$ cat src/rtl/shuffled_minimal_standard_prng_assert.svh
// ---------------------------------------------------------------------------
// Assertion macros shared by the shuffled minimal standard generator.
// Each macro expects signals named clk and rst_n in the module that uses it.
// ---------------------------------------------------------------------------
`ifndef SHUFFLED_MINIMAL_STANDARD_PRNG_ASSERT_SVH
`define SHUFFLED_MINIMAL_STANDARD_PRNG_ASSERT_SVH
`ifndef NO_ASSERTIONS
// Same-cycle implication.
`define SMPR_ASSERT_IMPL(name, ante, cons, msg) \
  name: assert property (@(posedge clk) disable iff (!rst_n) (ante) |-> (cons)) \
    else $error(msg);
// Next-cycle implication.
`define SMPR_ASSERT_NEXT(name, ante, cons, msg) \
  name: assert property (@(posedge clk) disable iff (!rst_n) (ante) |=> (cons)) \
    else $error(msg);
`else
`define SMPR_ASSERT_IMPL(name, ante, cons, msg)
`define SMPR_ASSERT_NEXT(name, ante, cons, msg)
`endif
`endif

$ cat src/rtl/smpr_pkg.sv
// ---------------------------------------------------------------------------
// smpr_pkg
// Constants, microcode types and the microcode program of the shuffled
// minimal standard generator.
// ---------------------------------------------------------------------------
package smpr_pkg;

  localparam int          TABLE_SIZE_DEF = 32;
  localparam int          WARM_EXTRA     = 8;
  localparam logic [14:0] LEHMER_MUL     = 15'd16807;
  localparam logic [30:0] LEHMER_MOD     = 31'h7FFF_FFFF;
  localparam logic [30:0] FRAC_CAP       = 31'd2147483389;
  localparam logic [30:0] SEED_MAX       = 31'h7FFF_FFFE;

  // Microcode addresses. The warm-up loop falls through into the draw.
  typedef enum logic [2:0] {
    STEP_IDLE  = 3'd0,
    STEP_W_MUL = 3'd1,
    STEP_W_RED = 3'd2,
    STEP_D_MUL = 3'd3,
    STEP_D_RED = 3'd4,
    STEP_D_WR  = 3'd5,
    STEP_D_OUT = 3'd6
  } smpr_step_t;

  typedef enum logic [1:0] {
    COND_NEXT  = 2'd0,
    COND_START = 2'd1,
    COND_LOOP  = 2'd2,
    COND_JUMP  = 2'd3
  } smpr_cond_t;

  typedef struct packed {
    logic       mul_en;   // product <= state * multiplier
    logic       red_en;   // state <= product reduced modulo 2^31-1
    logic       warm_wr;  // table fill during warm-up
    logic       rd_en;    // read the selected slot
    logic       draw_wr;  // replace the selected slot, capture its value
    logic       out_en;   // finish the scaling and present the result
    smpr_cond_t cond;
    smpr_step_t target;
  } smpr_uop_t;

  typedef struct packed {
    logic      accept;
    logic      reseed;
    logic      warm_go;
    smpr_uop_t uop;
  } smpr_ctrl_t;

  typedef struct packed {
    logic last_zero;
    logic cnt_zero;
  } smpr_stat_t;

  // The control store.
  function automatic smpr_uop_t smpr_ucode(input smpr_step_t step);
    smpr_uop_t u;
    u = '0;
    unique case (step)
      STEP_IDLE:  begin
        u.cond = COND_START;
      end
      STEP_W_MUL: begin
        u.mul_en = 1'b1;
        u.cond   = COND_NEXT;
      end
      STEP_W_RED: begin
        u.red_en  = 1'b1;
        u.warm_wr = 1'b1;
        u.cond    = COND_LOOP;
        u.target  = STEP_W_MUL;
      end
      STEP_D_MUL: begin
        u.mul_en = 1'b1;
        u.cond   = COND_NEXT;
      end
      STEP_D_RED: begin
        u.red_en = 1'b1;
        u.rd_en  = 1'b1;
        u.cond   = COND_NEXT;
      end
      STEP_D_WR:  begin
        u.draw_wr = 1'b1;
        u.cond    = COND_NEXT;
      end
      STEP_D_OUT: begin
        u.out_en = 1'b1;
        u.cond   = COND_JUMP;
        u.target = STEP_IDLE;
      end
      default:    begin
        u.cond   = COND_JUMP;
        u.target = STEP_IDLE;
      end
    endcase
    return u;
  endfunction

endpackage

$ cat src/rtl/smpr_ram.sv
// ---------------------------------------------------------------------------
// smpr_ram
// Generic single-write, single-read RAM with a registered read port.
// ---------------------------------------------------------------------------
module smpr_ram #(
  parameter int WIDTH = 31,
  parameter int DEPTH = 32
) (
  input  logic                     clk,
  input  logic                     we,
  input  logic [$clog2(DEPTH)-1:0] waddr,
  input  logic [WIDTH-1:0]         wdata,
  input  logic                     re,
  input  logic [$clog2(DEPTH)-1:0] raddr,
  output logic [WIDTH-1:0]         rdata
);

  logic [WIDTH-1:0] mem [DEPTH];
  logic [WIDTH-1:0] rdata_r;

  always_ff @(posedge clk) begin
    if (we) begin
      mem[waddr] <= wdata;
    end
    if (re) begin
      rdata_r <= mem[raddr];
    end
  end

  assign rdata = rdata_r;

endmodule

$ cat src/rtl/smpr_seq.sv
// ---------------------------------------------------------------------------
// smpr_seq
// Microcode sequencer: step counter, control store and branch logic.
// ---------------------------------------------------------------------------
`include "shuffled_minimal_standard_prng_assert.svh"
module smpr_seq (
  input  logic                  clk,
  input  logic                  rst_n,
  input  logic                  start,
  input  logic                  in_command,
  input  smpr_pkg::smpr_stat_t  stat,
  output logic                  busy,
  output smpr_pkg::smpr_ctrl_t  ctrl
);

  smpr_pkg::smpr_step_t pc_r, pc_nxt;
  smpr_pkg::smpr_uop_t  uop;
  logic                 accept;
  logic                 warm_go;

  always_ff @(posedge clk) begin
    if (!rst_n) begin
      pc_r <= smpr_pkg::STEP_IDLE;
    end else begin
      pc_r <= pc_nxt;
    end
  end

  always_comb begin
    uop     = smpr_pkg::smpr_ucode(pc_r);
    accept  = (pc_r == smpr_pkg::STEP_IDLE) && start;
    warm_go = in_command || stat.last_zero;
    pc_nxt  = pc_r;
    unique case (uop.cond)
      smpr_pkg::COND_NEXT:  pc_nxt = smpr_pkg::smpr_step_t'(pc_r + 3'd1);
      smpr_pkg::COND_START: begin
        if (accept) begin
          pc_nxt = warm_go ? smpr_pkg::STEP_W_MUL : smpr_pkg::STEP_D_MUL;
        end
      end
      // The loop counter is tested before it is decremented in the same step.
      smpr_pkg::COND_LOOP:  begin
        pc_nxt = stat.cnt_zero ? smpr_pkg::smpr_step_t'(pc_r + 3'd1) : uop.target;
      end
      smpr_pkg::COND_JUMP:  pc_nxt = uop.target;
      default:              pc_nxt = smpr_pkg::STEP_IDLE;
    endcase
  end

  assign busy         = (pc_r != smpr_pkg::STEP_IDLE);
  assign ctrl.accept  = accept;
  assign ctrl.reseed  = accept && in_command;
  assign ctrl.warm_go = accept && warm_go;
  assign ctrl.uop     = uop;

  `SMPR_ASSERT_NEXT(a_accept_busy, start && !busy, busy,
                    "Accepted transfer did not start the program.")
  `SMPR_ASSERT_NEXT(a_warm_exit, (pc_r == smpr_pkg::STEP_W_RED) && stat.cnt_zero,
                    pc_r == smpr_pkg::STEP_D_MUL, "Warm-up did not fall into the draw.")

endmodule

$ cat src/rtl/smpr_dp.sv
// ---------------------------------------------------------------------------
// smpr_dp
// Datapath: Lehmer step, slot choice, shuffle table and range scaling.
// ---------------------------------------------------------------------------
`include "shuffled_minimal_standard_prng_assert.svh"
module smpr_dp #(
  parameter int TABLE_SIZE = smpr_pkg::TABLE_SIZE_DEF
) (
  input  logic                 clk,
  input  logic                 rst_n,
  input  smpr_pkg::smpr_ctrl_t ctrl,
  input  logic [30:0]          in_new_seed,
  input  logic [15:0]          in_low_bound,
  input  logic [15:0]          in_high_bound,
  output smpr_pkg::smpr_stat_t stat,
  output logic                 out_valid,
  output logic [30:0]          out_random_value,
  output logic [15:0]          out_scaled_value,
  output logic                 out_warm_up_done
);

  localparam int AW     = $clog2(TABLE_SIZE);
  localparam int CNTW   = $clog2(TABLE_SIZE + smpr_pkg::WARM_EXTRA);
  localparam int CW     = $clog2(TABLE_SIZE + 1);
  localparam int PW     = 31 + CW;
  localparam logic [CNTW-1:0] CNT_START = CNTW'(TABLE_SIZE + smpr_pkg::WARM_EXTRA - 1);
  localparam logic [CNTW-1:0] CNT_FILL  = CNTW'(TABLE_SIZE);

  logic [30:0]     x_r, x_nxt;
  logic [30:0]     last_r, last_nxt;
  logic [45:0]     prod_r;
  logic [CNTW-1:0] cnt_r;
  logic [AW-1:0]   slot_r;
  logic [15:0]     lo_r, hi_r;
  logic            warm_r;
  logic [46:0]     sprod_r;
  logic            out_valid_r;
  logic [30:0]     value_r;
  logic [15:0]     scaled_r;
  logic            warm_out_r;

  logic [31:0]     red_sum;
  logic [30:0]     red;
  logic [30:0]     seed_cl;
  logic [PW-1:0]   sl_prod;
  logic [CW-1:0]   sl_q0;
  logic [31:0]     sl_corr;
  logic [CW-1:0]   sl_q;
  logic [AW-1:0]   slot_nxt;
  logic            tbl_we;
  logic [AW-1:0]   tbl_waddr;
  logic [30:0]     tbl_wdata;
  logic [30:0]     tbl_rdata;
  logic [30:0]     frac;
  logic [15:0]     span;
  logic [15:0]     part_q;
  logic [31:0]     part_r;
  logic [15:0]     part;

  // Modulo 2^31-1 by folding the high bits back onto the low bits.
  always_comb begin
    red_sum = 32'(prod_r[30:0]) + 32'(prod_r[45:31]);
    red     = (red_sum >= 32'(smpr_pkg::LEHMER_MOD)) ?
              31'(red_sum - 32'(smpr_pkg::LEHMER_MOD)) : red_sum[30:0];
  end

  always_comb begin
    if (in_new_seed == '0) begin
      seed_cl = 31'd1;
    end else if (in_new_seed == smpr_pkg::LEHMER_MOD) begin
      seed_cl = smpr_pkg::SEED_MAX;
    end else begin
      seed_cl = in_new_seed;
    end
  end

  // The divisor is 2^31 plus (TABLE_SIZE - 2), so the shifted quotient is
  // either exact or one too large; a narrow compare settles which.
  always_comb begin
    sl_prod  = PW'(last_r) * PW'(TABLE_SIZE);
    sl_q0    = sl_prod[PW-1:31];
    sl_corr  = 32'(sl_q0) * 32'(TABLE_SIZE - 2);
    sl_q     = (sl_corr > 32'(sl_prod[30:0])) ? CW'(sl_q0 - CW'(1)) : sl_q0;
    slot_nxt = sl_q[AW-1:0];
  end

  always_comb begin
    x_nxt    = x_r;
    last_nxt = last_r;
    if (ctrl.reseed) begin
      x_nxt = seed_cl;
    end else if (ctrl.uop.red_en) begin
      x_nxt = red;
    end
    if (ctrl.uop.warm_wr && (cnt_r == '0)) begin
      last_nxt = red;
    end else if (ctrl.uop.draw_wr) begin
      last_nxt = tbl_rdata;
    end
  end

  always_ff @(posedge clk) begin
    if (!rst_n) begin
      x_r         <= 31'd1;
      last_r      <= '0;
      out_valid_r <= 1'b0;
    end else begin
      x_r         <= x_nxt;
      last_r      <= last_nxt;
      out_valid_r <= ctrl.uop.out_en;
    end
  end

  always_ff @(posedge clk) begin
    if (ctrl.accept) begin
      lo_r   <= in_low_bound;
      hi_r   <= in_high_bound;
      warm_r <= ctrl.warm_go;
      cnt_r  <= CNT_START;
    end
    if (ctrl.uop.mul_en) begin
      prod_r <= 46'(x_r) * 46'(smpr_pkg::LEHMER_MUL);
    end
    if (ctrl.uop.warm_wr) begin
      cnt_r <= CNTW'(cnt_r - CNTW'(1));
    end
    if (ctrl.uop.rd_en) begin
      slot_r <= slot_nxt;
    end
    if (ctrl.uop.draw_wr) begin
      value_r <= tbl_rdata;
      sprod_r <= 47'(span) * 47'(frac);
    end
    if (ctrl.uop.out_en) begin
      scaled_r   <= (hi_r >= lo_r) ? 16'(lo_r + part) : 16'(lo_r - part);
      warm_out_r <= warm_r;
    end
  end

  always_comb begin
    tbl_we    = (ctrl.uop.warm_wr && (cnt_r < CNT_FILL)) || ctrl.uop.draw_wr;
    tbl_waddr = ctrl.uop.draw_wr ? slot_r : cnt_r[AW-1:0];
    tbl_wdata = ctrl.uop.draw_wr ? x_r : red;
  end

  smpr_ram #(
    .WIDTH (31),
    .DEPTH (TABLE_SIZE)
  ) u_table (
    .clk   (clk),
    .we    (tbl_we),
    .waddr (tbl_waddr),
    .wdata (tbl_wdata),
    .re    (ctrl.uop.rd_en),
    .raddr (slot_nxt),
    .rdata (tbl_rdata)
  );

  // Scaling: the product divided by 2^31-1, again by folding.
  always_comb begin
    frac   = (tbl_rdata > smpr_pkg::FRAC_CAP) ? smpr_pkg::FRAC_CAP : tbl_rdata;
    span   = (hi_r >= lo_r) ? 16'(hi_r - lo_r) : 16'(lo_r - hi_r);
    part_q = sprod_r[46:31];
    part_r = 32'(sprod_r[30:0]) + 32'(part_q);
    part   = 16'(part_q + 16'(part_r >= 32'(smpr_pkg::LEHMER_MOD)));
  end

  assign stat.last_zero   = (last_r == '0);
  assign stat.cnt_zero    = (cnt_r == '0);
  assign out_valid        = out_valid_r;
  assign out_random_value = value_r;
  assign out_scaled_value = scaled_r;
  assign out_warm_up_done = warm_out_r;

  `SMPR_ASSERT_IMPL(a_state_nonzero, 1'b1, x_r != '0, "Generator state reached zero.")
  `SMPR_ASSERT_IMPL(a_slot_range, ctrl.uop.rd_en, 32'(slot_nxt) < 32'(TABLE_SIZE),
                    "Chosen slot lies beyond the table.")
  `SMPR_ASSERT_NEXT(a_single_strobe, out_valid_r, !out_valid_r,
                    "Result strobe lasted more than one cycle.")

endmodule

$ cat src/rtl/shuffled_minimal_standard_prng.sv
// ---------------------------------------------------------------------------
// shuffled_minimal_standard_prng
// Minimal standard Lehmer generator with a Bays-Durham shuffle table.
// ---------------------------------------------------------------------------
// Usage:
//   Raise start with in_command, in_new_seed and the bounds; the transfer
//   takes place at a clock edge where start is high and busy is low.
//   in_command 0 draws the next value, 1 reseeds and then draws. A draw
//   before any seeding also runs the warm-up from the reset state.
//   Each transfer yields exactly one result, shown for a single cycle with
//   out_valid high; the receiver cannot stall it and must take it then.
//   A plain draw runs the steps D_MUL, D_RED, D_WR and D_OUT; its result
//   appears in the same cycle that busy falls, and no new transfer is taken
//   until busy has fallen. A warm-up runs TABLE_SIZE + 8 generator steps,
//   each a multiply and a reduce on the shared multiplier and reducer,
//   before the draw. The table has one write and one read port, which sets
//   the four-step draw program.
//   Reset returns the sequencer to idle, sets the generator state to one
//   and marks the block unseeded; the table contents are left as they are.
// ---------------------------------------------------------------------------
module shuffled_minimal_standard_prng #(
  parameter int TABLE_SIZE = smpr_pkg::TABLE_SIZE_DEF
) (
  input  logic        clk,
  input  logic        rst_n,
  input  logic        start,
  output logic        busy,
  input  logic        in_command,
  input  logic [30:0] in_new_seed,
  input  logic [15:0] in_low_bound,
  input  logic [15:0] in_high_bound,
  output logic        out_valid,
  output logic [30:0] out_random_value,
  output logic [15:0] out_scaled_value,
  output logic        out_warm_up_done
);

  smpr_pkg::smpr_ctrl_t ctrl;
  smpr_pkg::smpr_stat_t stat;

  smpr_seq u_seq (
    .clk        (clk),
    .rst_n      (rst_n),
    .start      (start),
    .in_command (in_command),
    .stat       (stat),
    .busy       (busy),
    .ctrl       (ctrl)
  );

  smpr_dp #(
    .TABLE_SIZE (TABLE_SIZE)
  ) u_dp (
    .clk              (clk),
    .rst_n            (rst_n),
    .ctrl             (ctrl),
    .in_new_seed      (in_new_seed),
    .in_low_bound     (in_low_bound),
    .in_high_bound    (in_high_bound),
    .stat             (stat),
    .out_valid        (out_valid),
    .out_random_value (out_random_value),
    .out_scaled_value (out_scaled_value),
    .out_warm_up_done (out_warm_up_done)
  );

endmodule

$ cat config.mk
export PLATFORM = sky130hd
export DESIGN_NAME = shuffled_minimal_standard_prng
export DESIGN_NICKNAME = d
export VERILOG_FILES = /design/src/rtl/smpr_pkg.sv /design/src/rtl/smpr_ram.sv /design/src/rtl/smpr_seq.sv /design/src/rtl/smpr_dp.sv /design/src/rtl/shuffled_minimal_standard_prng.sv
export VERILOG_INCLUDE_DIRS = /design/src /design/src/rtl
export SDC_FILE = /design/constraint.sdc
export NUM_CORES = 2
export LEC_CHECK = 0
export BUFFER_PORTS_ARGS = -buffer_cell sky130_fd_sc_hd__buf_2
export CAP_MARGIN = 10
export CORE_MARGIN = 2
export CORE_UTILIZATION = 50
export CTS_BUF_LIST = sky130_fd_sc_hd__clkbuf_4 sky130_fd_sc_hd__clkbuf_8
export CTS_CLUSTER_DIAMETER = 50
export DETAILED_ROUTE_END_ITERATION = 8
export PLACE_DENSITY = 0.66
export REMOVE_ABC_BUFFERS = 1
export SYNTH_ARGS = -nofsm -noshare
export SYNTH_HDL_FRONTEND = slang
export SYNTH_SLANG_ARGS = --single-unit
$ cat constraint.sdc
create_clock -name clk -period 11.9 [get_ports clk]
set_input_delay 2.38 -clock clk [delete_from_list [all_inputs] [get_ports clk]]
set_output_delay 2.38 -clock clk [all_outputs]
set_load 0.1 [all_outputs]
=== Word-level counts from Yosys, hierarchy flattened ===
Memories as Yosys holds them, arrays and structs flattened. A register that Yosys moved wholly into a read port is not among the register bits.
Cells that the tools add are included.

* Equality and inequality tests: 11
* Add/sub/neg operators: 11
* Reductions and logical operators: 19
* Magnitude comparators: 6
* Mux-type cells: 29
* Multiply operators: 3

{| class="wikitable"
|+ Operators with widths
! cell !! count
|-
| $mux 31 || 9
|-
| $ge 32x31->1 const B || 2
|-
| $logic_not 31->1 || 2
|-
| $sub 16x16->16 || 3
|-
| $mul 16x31->47 || 1
|-
| $mul 31x15->46 const B || 1
|-
| $add 31x15->32 || 1
|-
| $add 31x16->32 || 1
|-
| $mux 16 || 2
|-
| $eq 31x31->1 const B || 1
|-
| $gt 11x31->1 || 1
|-
| $gt 31x31->1 const B || 1
|-
| $sub 31x31->31 const B || 1
|-
| $add 16x1->16 || 1
|-
| $add 16x16->16 || 1
|-
| $ge 16x16->1 || 1
|-
| $mux 6 || 2
|-
| $pmux 3 s4 || 1
|-
| $mux 5 || 2
|-
| $eq 3x3->1 const B || 3
|-
| $mul 5x4->9 const B || 1
|-
| $mux 1 || 9
|-
| $eq 3x2->1 const B || 2
|-
| $logic_not 6->1 || 1
|-
| 19 further kinds || 29
|}

* Word-level logic and storage cells: 94
* Register bits after elaboration: 251
* Output and inout bits: 50
* Memories: 1
* Bits of input ports: 67
* RAM bits: 992

{| class="wikitable"
|+ Memory list
! name !! words !! width !! read ports !! clocked after memory_dff !! wr ports !! RTL line !! RTL
|-
| u_dp.u_table.mem || 32 || 31 || 1 || 1 || 1 || smpr_ram.sv:18 || <nowiki>logic [WIDTH-1:0] mem [DEPTH];</nowiki>
|}

=== Longest topological paths before layout ===
* Depth after elaboration: 6
* Gate-level depth with buffers: 40
* Mapped depth without buffers: 38

=== Cells and area by module ===
From an unflattened synthesis, not the netlist that was laid out.

* Cell total of the unflattened synthesis: 6205
* Area, all modules: 77500.6 um2

{| class="wikitable"
|+ By module, submodules not included
! module !! instances !! area each (um2) !! seq. area each (um2) !! cells an instance
|-
| smpr_ram || 1 || 39474.1 || 30719.5 || 2192
|-
| smpr_dp || 1 || 37688.6 || 6816.5 || 3971
|-
| smpr_seq || 1 || 337.8 || 60.1 || 42
|}

=== Worst setup path after synthesis ===
Ideal clock, no wire load.

* Path type: register to register
* Start point: register u_dp.lo_r[0]
* End point: register u_dp.sprod_r[41] (data pin)
* Data arrival time: 8.897 ns
* Library setup time: 0.258 ns
* Data required time: 11.642 ns
* Buffers on the path: 4
* Period minus slack after synthesis: 9.155 ns
* Path slack: 2.745 ns
* Stages on the path, launching flop included: 39
* Path through: edfxtp_1 ha_1 fa_1 nor2b_1 o21ai_1 a21bo_2 a21oi_1 a311o_1 a211oi_1 o31ai_1 buf_2 buf_4 nor2_1 a21oi_1 xor2_1 buf_2 nand2_1 fa_1 [3 not listed] fa_1 fa_1 inv_1 fa_1 inv_1 ha_1 clkbuf_1 a21o_1 a21o_1 a21oi_1 o21a_1 o21ai_0 or3_1 a31oi_1 o31ai_1 a31o_2 a21oi_1 xnor2_1

* Cells in the longest elaborated chain, start to end: 3
* Elaborated cells between the ends (all ways): 5
* Those cells by class: 2 x add/sub; 1 x mul; 1 x order compare; 1 x mux

{| class="wikitable"
|+ Ends and longest elaborated chain
! element !! RTL line !! RTL
|-
| start, declared || smpr_dp.sv:34 || <nowiki>logic [15:0] lo_r, hi_r;</nowiki>
|-
| start signal, assigned || smpr_dp.sv:116 || <nowiki>lo_r <= in_low_bound;</nowiki>
|-
| $sub 16x16->16 / $ge 16x16->1 (equally long branches) || smpr_dp.sv:162 || <nowiki>span = (hi_r >= lo_r) ? 16'(hi_r - lo_r) : 16'(lo_r - hi_r);</nowiki>
|-
| $mux 16 (*) || smpr_dp.sv:162 ||
|-
| $mul 16x31->47 (*) || smpr_dp.sv:132 || <nowiki>sprod_r <= 47'(span) * 47'(frac);</nowiki>
|-
| end signal, assigned || smpr_dp.sv:132 ||
|-
| end, declared || smpr_dp.sv:36 || <nowiki>logic [46:0] sprod_r;</nowiki>
|}

Mark *: on every way between the ends. The rest lies on a longest branch, timed or not.
A chain may end at the register's enable or synchronous reset.

=== Worst setup path in the final report ===
* Start point: register u_dp.lo_r[2]
* End point: register u_dp.sprod_r[41] (data pin)

The elaborated chain is that of the path after synthesis.

==> impl_metrics.tcl <==
set metrics [dict create \
    die_x_um 396 \
    hp-class "flop to flop" \
    wl_mm 220 \
    max_slew_margin 0.142 \
    final_nets 7867 \
    cp_data_required_time_ns 12.57 \
    row_count 143 \
    crit_arrival_ns 11.23 \
    yosysMostFrequentCell "nand2_1" \
    track_usage 0.280 \
    fin_cells 9056 \
    clock_sinks 1274 \
    drive_above_1_share 0.103 \
    slowest_delay_ns 0.77 \
    cts_buffer_depth 3 \
    crit_slowest_cell "xor2_1" \
    cts_made_buffers 212 \
    fin_crit_sh 0.888 \
    vias_per_cell 5.94 \
    worstMarginPinSlew_ns 1.27 \
    path_max_fanout 30 \
    status "finished clean" \
    clk_root_buffer_cell "clkbuf_8" \
    cts_hold_buffers 0 \
    synth_edf_count 1208 \
    area_growth_pct 10.5 \
    synth-seq-area-share 0.489 \
    cp-start-kind "flop" \
    skew_ns 0.0676 \
    ios 117 \
    grt_pass1_wl_mm 331 \
    min_period_ns 10.56 \
    antenna_found_initial 8 \
    insertion_delay_ns 0.97 \
    fin_setup_tns_ns 0 \
    place_ws_ns 1.52 \
    yosysWarnings 0 \
    grt-busiest-layer "met2" \
    worst_slack_ns 1.34 \
    port_buffers 116 \
    setup.worst_path.end_class "flop" \
    syn-instance-count 6697 \
    drc_errors 0 \
    use_met2 0.444 \
    synth_common_cells "nand2_1 (1232), edfxtp_1 (1208), inv_1 (678)" \
    worst-setup-path-type "flop to flop" \
    use_met3 0.0437 \
    coreArea_um2 152000 \
    grt_max_degree 142 \
    netlist.area_leader.share 0.472 \
    avgSynthCellArea_um2 11.5 \
    dieArea_um2 157000 \
    final-hold-violation-count 0 \
    placed_area_um2 80400 \
    start_util 0.505 \
    cap_violations 0 \
    yosys-top-cells-area "edfxtp_1 (47%), fa_1 (14%), ha_1 (6.8%)" \
    clk_pin_slew_worst_paths_ns 0.06 \
    use_met1 0.390 \
    synth-async-reset-ratio 0 \
    synthDistinctLibCells 83 \
    synth_area_um2 76900 \
    routedWlPerCell_um 24.3 \
    cts_setup_buffers 0 \
    grt_overflow 0 \
    cp_common_cell "fa_1" \
    synth_ff_type "edfxtp_1" \
    first_global_vias 53800 \
    setup_violations 0 \
    dp.cells 8651 \
    postRouteAntennaNets 0 \
    drv_slew 0 \
    fmax_mhz 94.7 \
    via_count 53800 \
    fin_area_um2 84900 \
    firstDrtPassIters 6 \
    grt_setup_unrepaired "no" \
    htreeDepth 4 \
    dpl.hpwl_mm 141 \
    cts_resized 0 \
    ys_ff_latch 1274 \
    die_y_um 396 \
    cts_tree "done" \
    drtIter0Drc 5813 \
    gp_congestion 0.942 \
    yosysTopAreaCell "edfxtp_1" \
]
placed cells by master, fill, tap and decap left out, types with 18 or more instances in the layout:
cell type,instances
buf_4,120
clkbuf_4,51
a21o_1,84
nor2_4,32
mux2i_1,130
nand4_1,41
nand2_1,1230
fa_1,549
and3_1,25
o21ai_0,87
nand3_1,306
clkinv_1,60
ha_1,415
o21a_1,28
a21boi_0,22
nor2b_1,18
o21ai_2,18
nor4_1,53
a32oi_1,124
dfxtp_1,66
a211oi_1,33
buf_2,116
nand2b_1,63
xnor2_1,130
inv_1,676
edfxtp_1,1208
nor3_1,46
nor2_1,190
and2_1,155
a21oi_1,165
a31oi_1,148
clkbuf_8,217
o21bai_1,21
o211ai_1,25
xor2_1,48
clkinv_2,34
critical path: cells and delay by family, from the launching register on:
family	cells	cell delay (ns)
adder cells (fa/ha/maj)	8	3.72
flip-flops	1	0.43
XOR/XNOR	2	0.85
AO/OA/AOI/OAI	15	3.95
buffers and inverters	5	0.45
AND/OR/NAND/NOR	3	0.82
area by class of cell:
class,instances,area [um2]
Clock inverter,132,1140
Clock buffer,268,3370
Tap cell,2030,2540
Timing Repair Buffer,244,1650
Sequential cell,1274,37600
Fill cell,12700,67300
Inverter,680,2560
Antenna cell,4,10.0
Multi-Input combinational cell,4424,36100
stage by stage:
stage | util | hold WS [ns]
after global routing | 0.558 | 0.447
after global placement | 0.528 | 0.403
after detailed placement | 0.528 | 0.413
after CTS | 0.558 | 0.428
after floorplan | - | 0.400
final | 0.558 | 0.428
routing by layer:
metal / part of all wire / vias up
met2: 0.46 / 2753
met3: 0.089 / 514
li1: - / 23600
met5: 0.000077 / -
met1: 0.41 / 27000
met4: 0.041 / 2
state kept, by name, indices dropped and copies added, names as in the netlist, 31 cells and up:
name                   cells
u_dp.u_table.mem         992
u_dp.sprod_r              47
u_dp.u_table.rdata        31
u_dp.x_r                  31
u_dp.last_r               31
u_dp.out_random_value     31
u_dp.prod_r               46
worst paths after layout:
kind	start	depth (start not counted)	slack, ns	end
worst max-delay path	u_dp.lo_r[2]$_DFFE_PP_	33	1.34	u_dp.sprod_r[41]$_DFFE_PP_
worst min-delay path	u_dp.warm_r$_DFFE_PP_	0	0.43	u_dp.out_warm_up_done$_DFFE_PP_
worst max register to register	u_dp.lo_r[2]$_DFFE_PP_	33	1.34	u_dp.sprod_r[41]$_DFFE_PP_
worst min register to register	u_dp.warm_r$_DFFE_PP_	0	0.43	u_dp.out_warm_up_done$_DFFE_PP_
kinds of logic (layout without fill, tap and decap cells):
| group | count (synthesis) | after routing | synth area share |
|---|---|---|---|
| buffers and inverters | 999 | 1324 | 0.0498 |
| adders and majority gates | 964 | 964 | 0.211 |
| xor gates and xnor gates | 192 | 192 | 0.0220 |
| DFF | 1274 | 1274 | 0.489 |
| AOI/OAI and AO/OA | 902 | 902 | 0.0807 |
| and+or+nand+nor | 2233 | 2233 | 0.130 |
| muxes | 133 | 133 | 0.0174 |
| other | 0 | 4 | 0 |
Power is not shown: default switching activity piles up to over one toggle a cycle in this logic, so the estimate is an artifact.
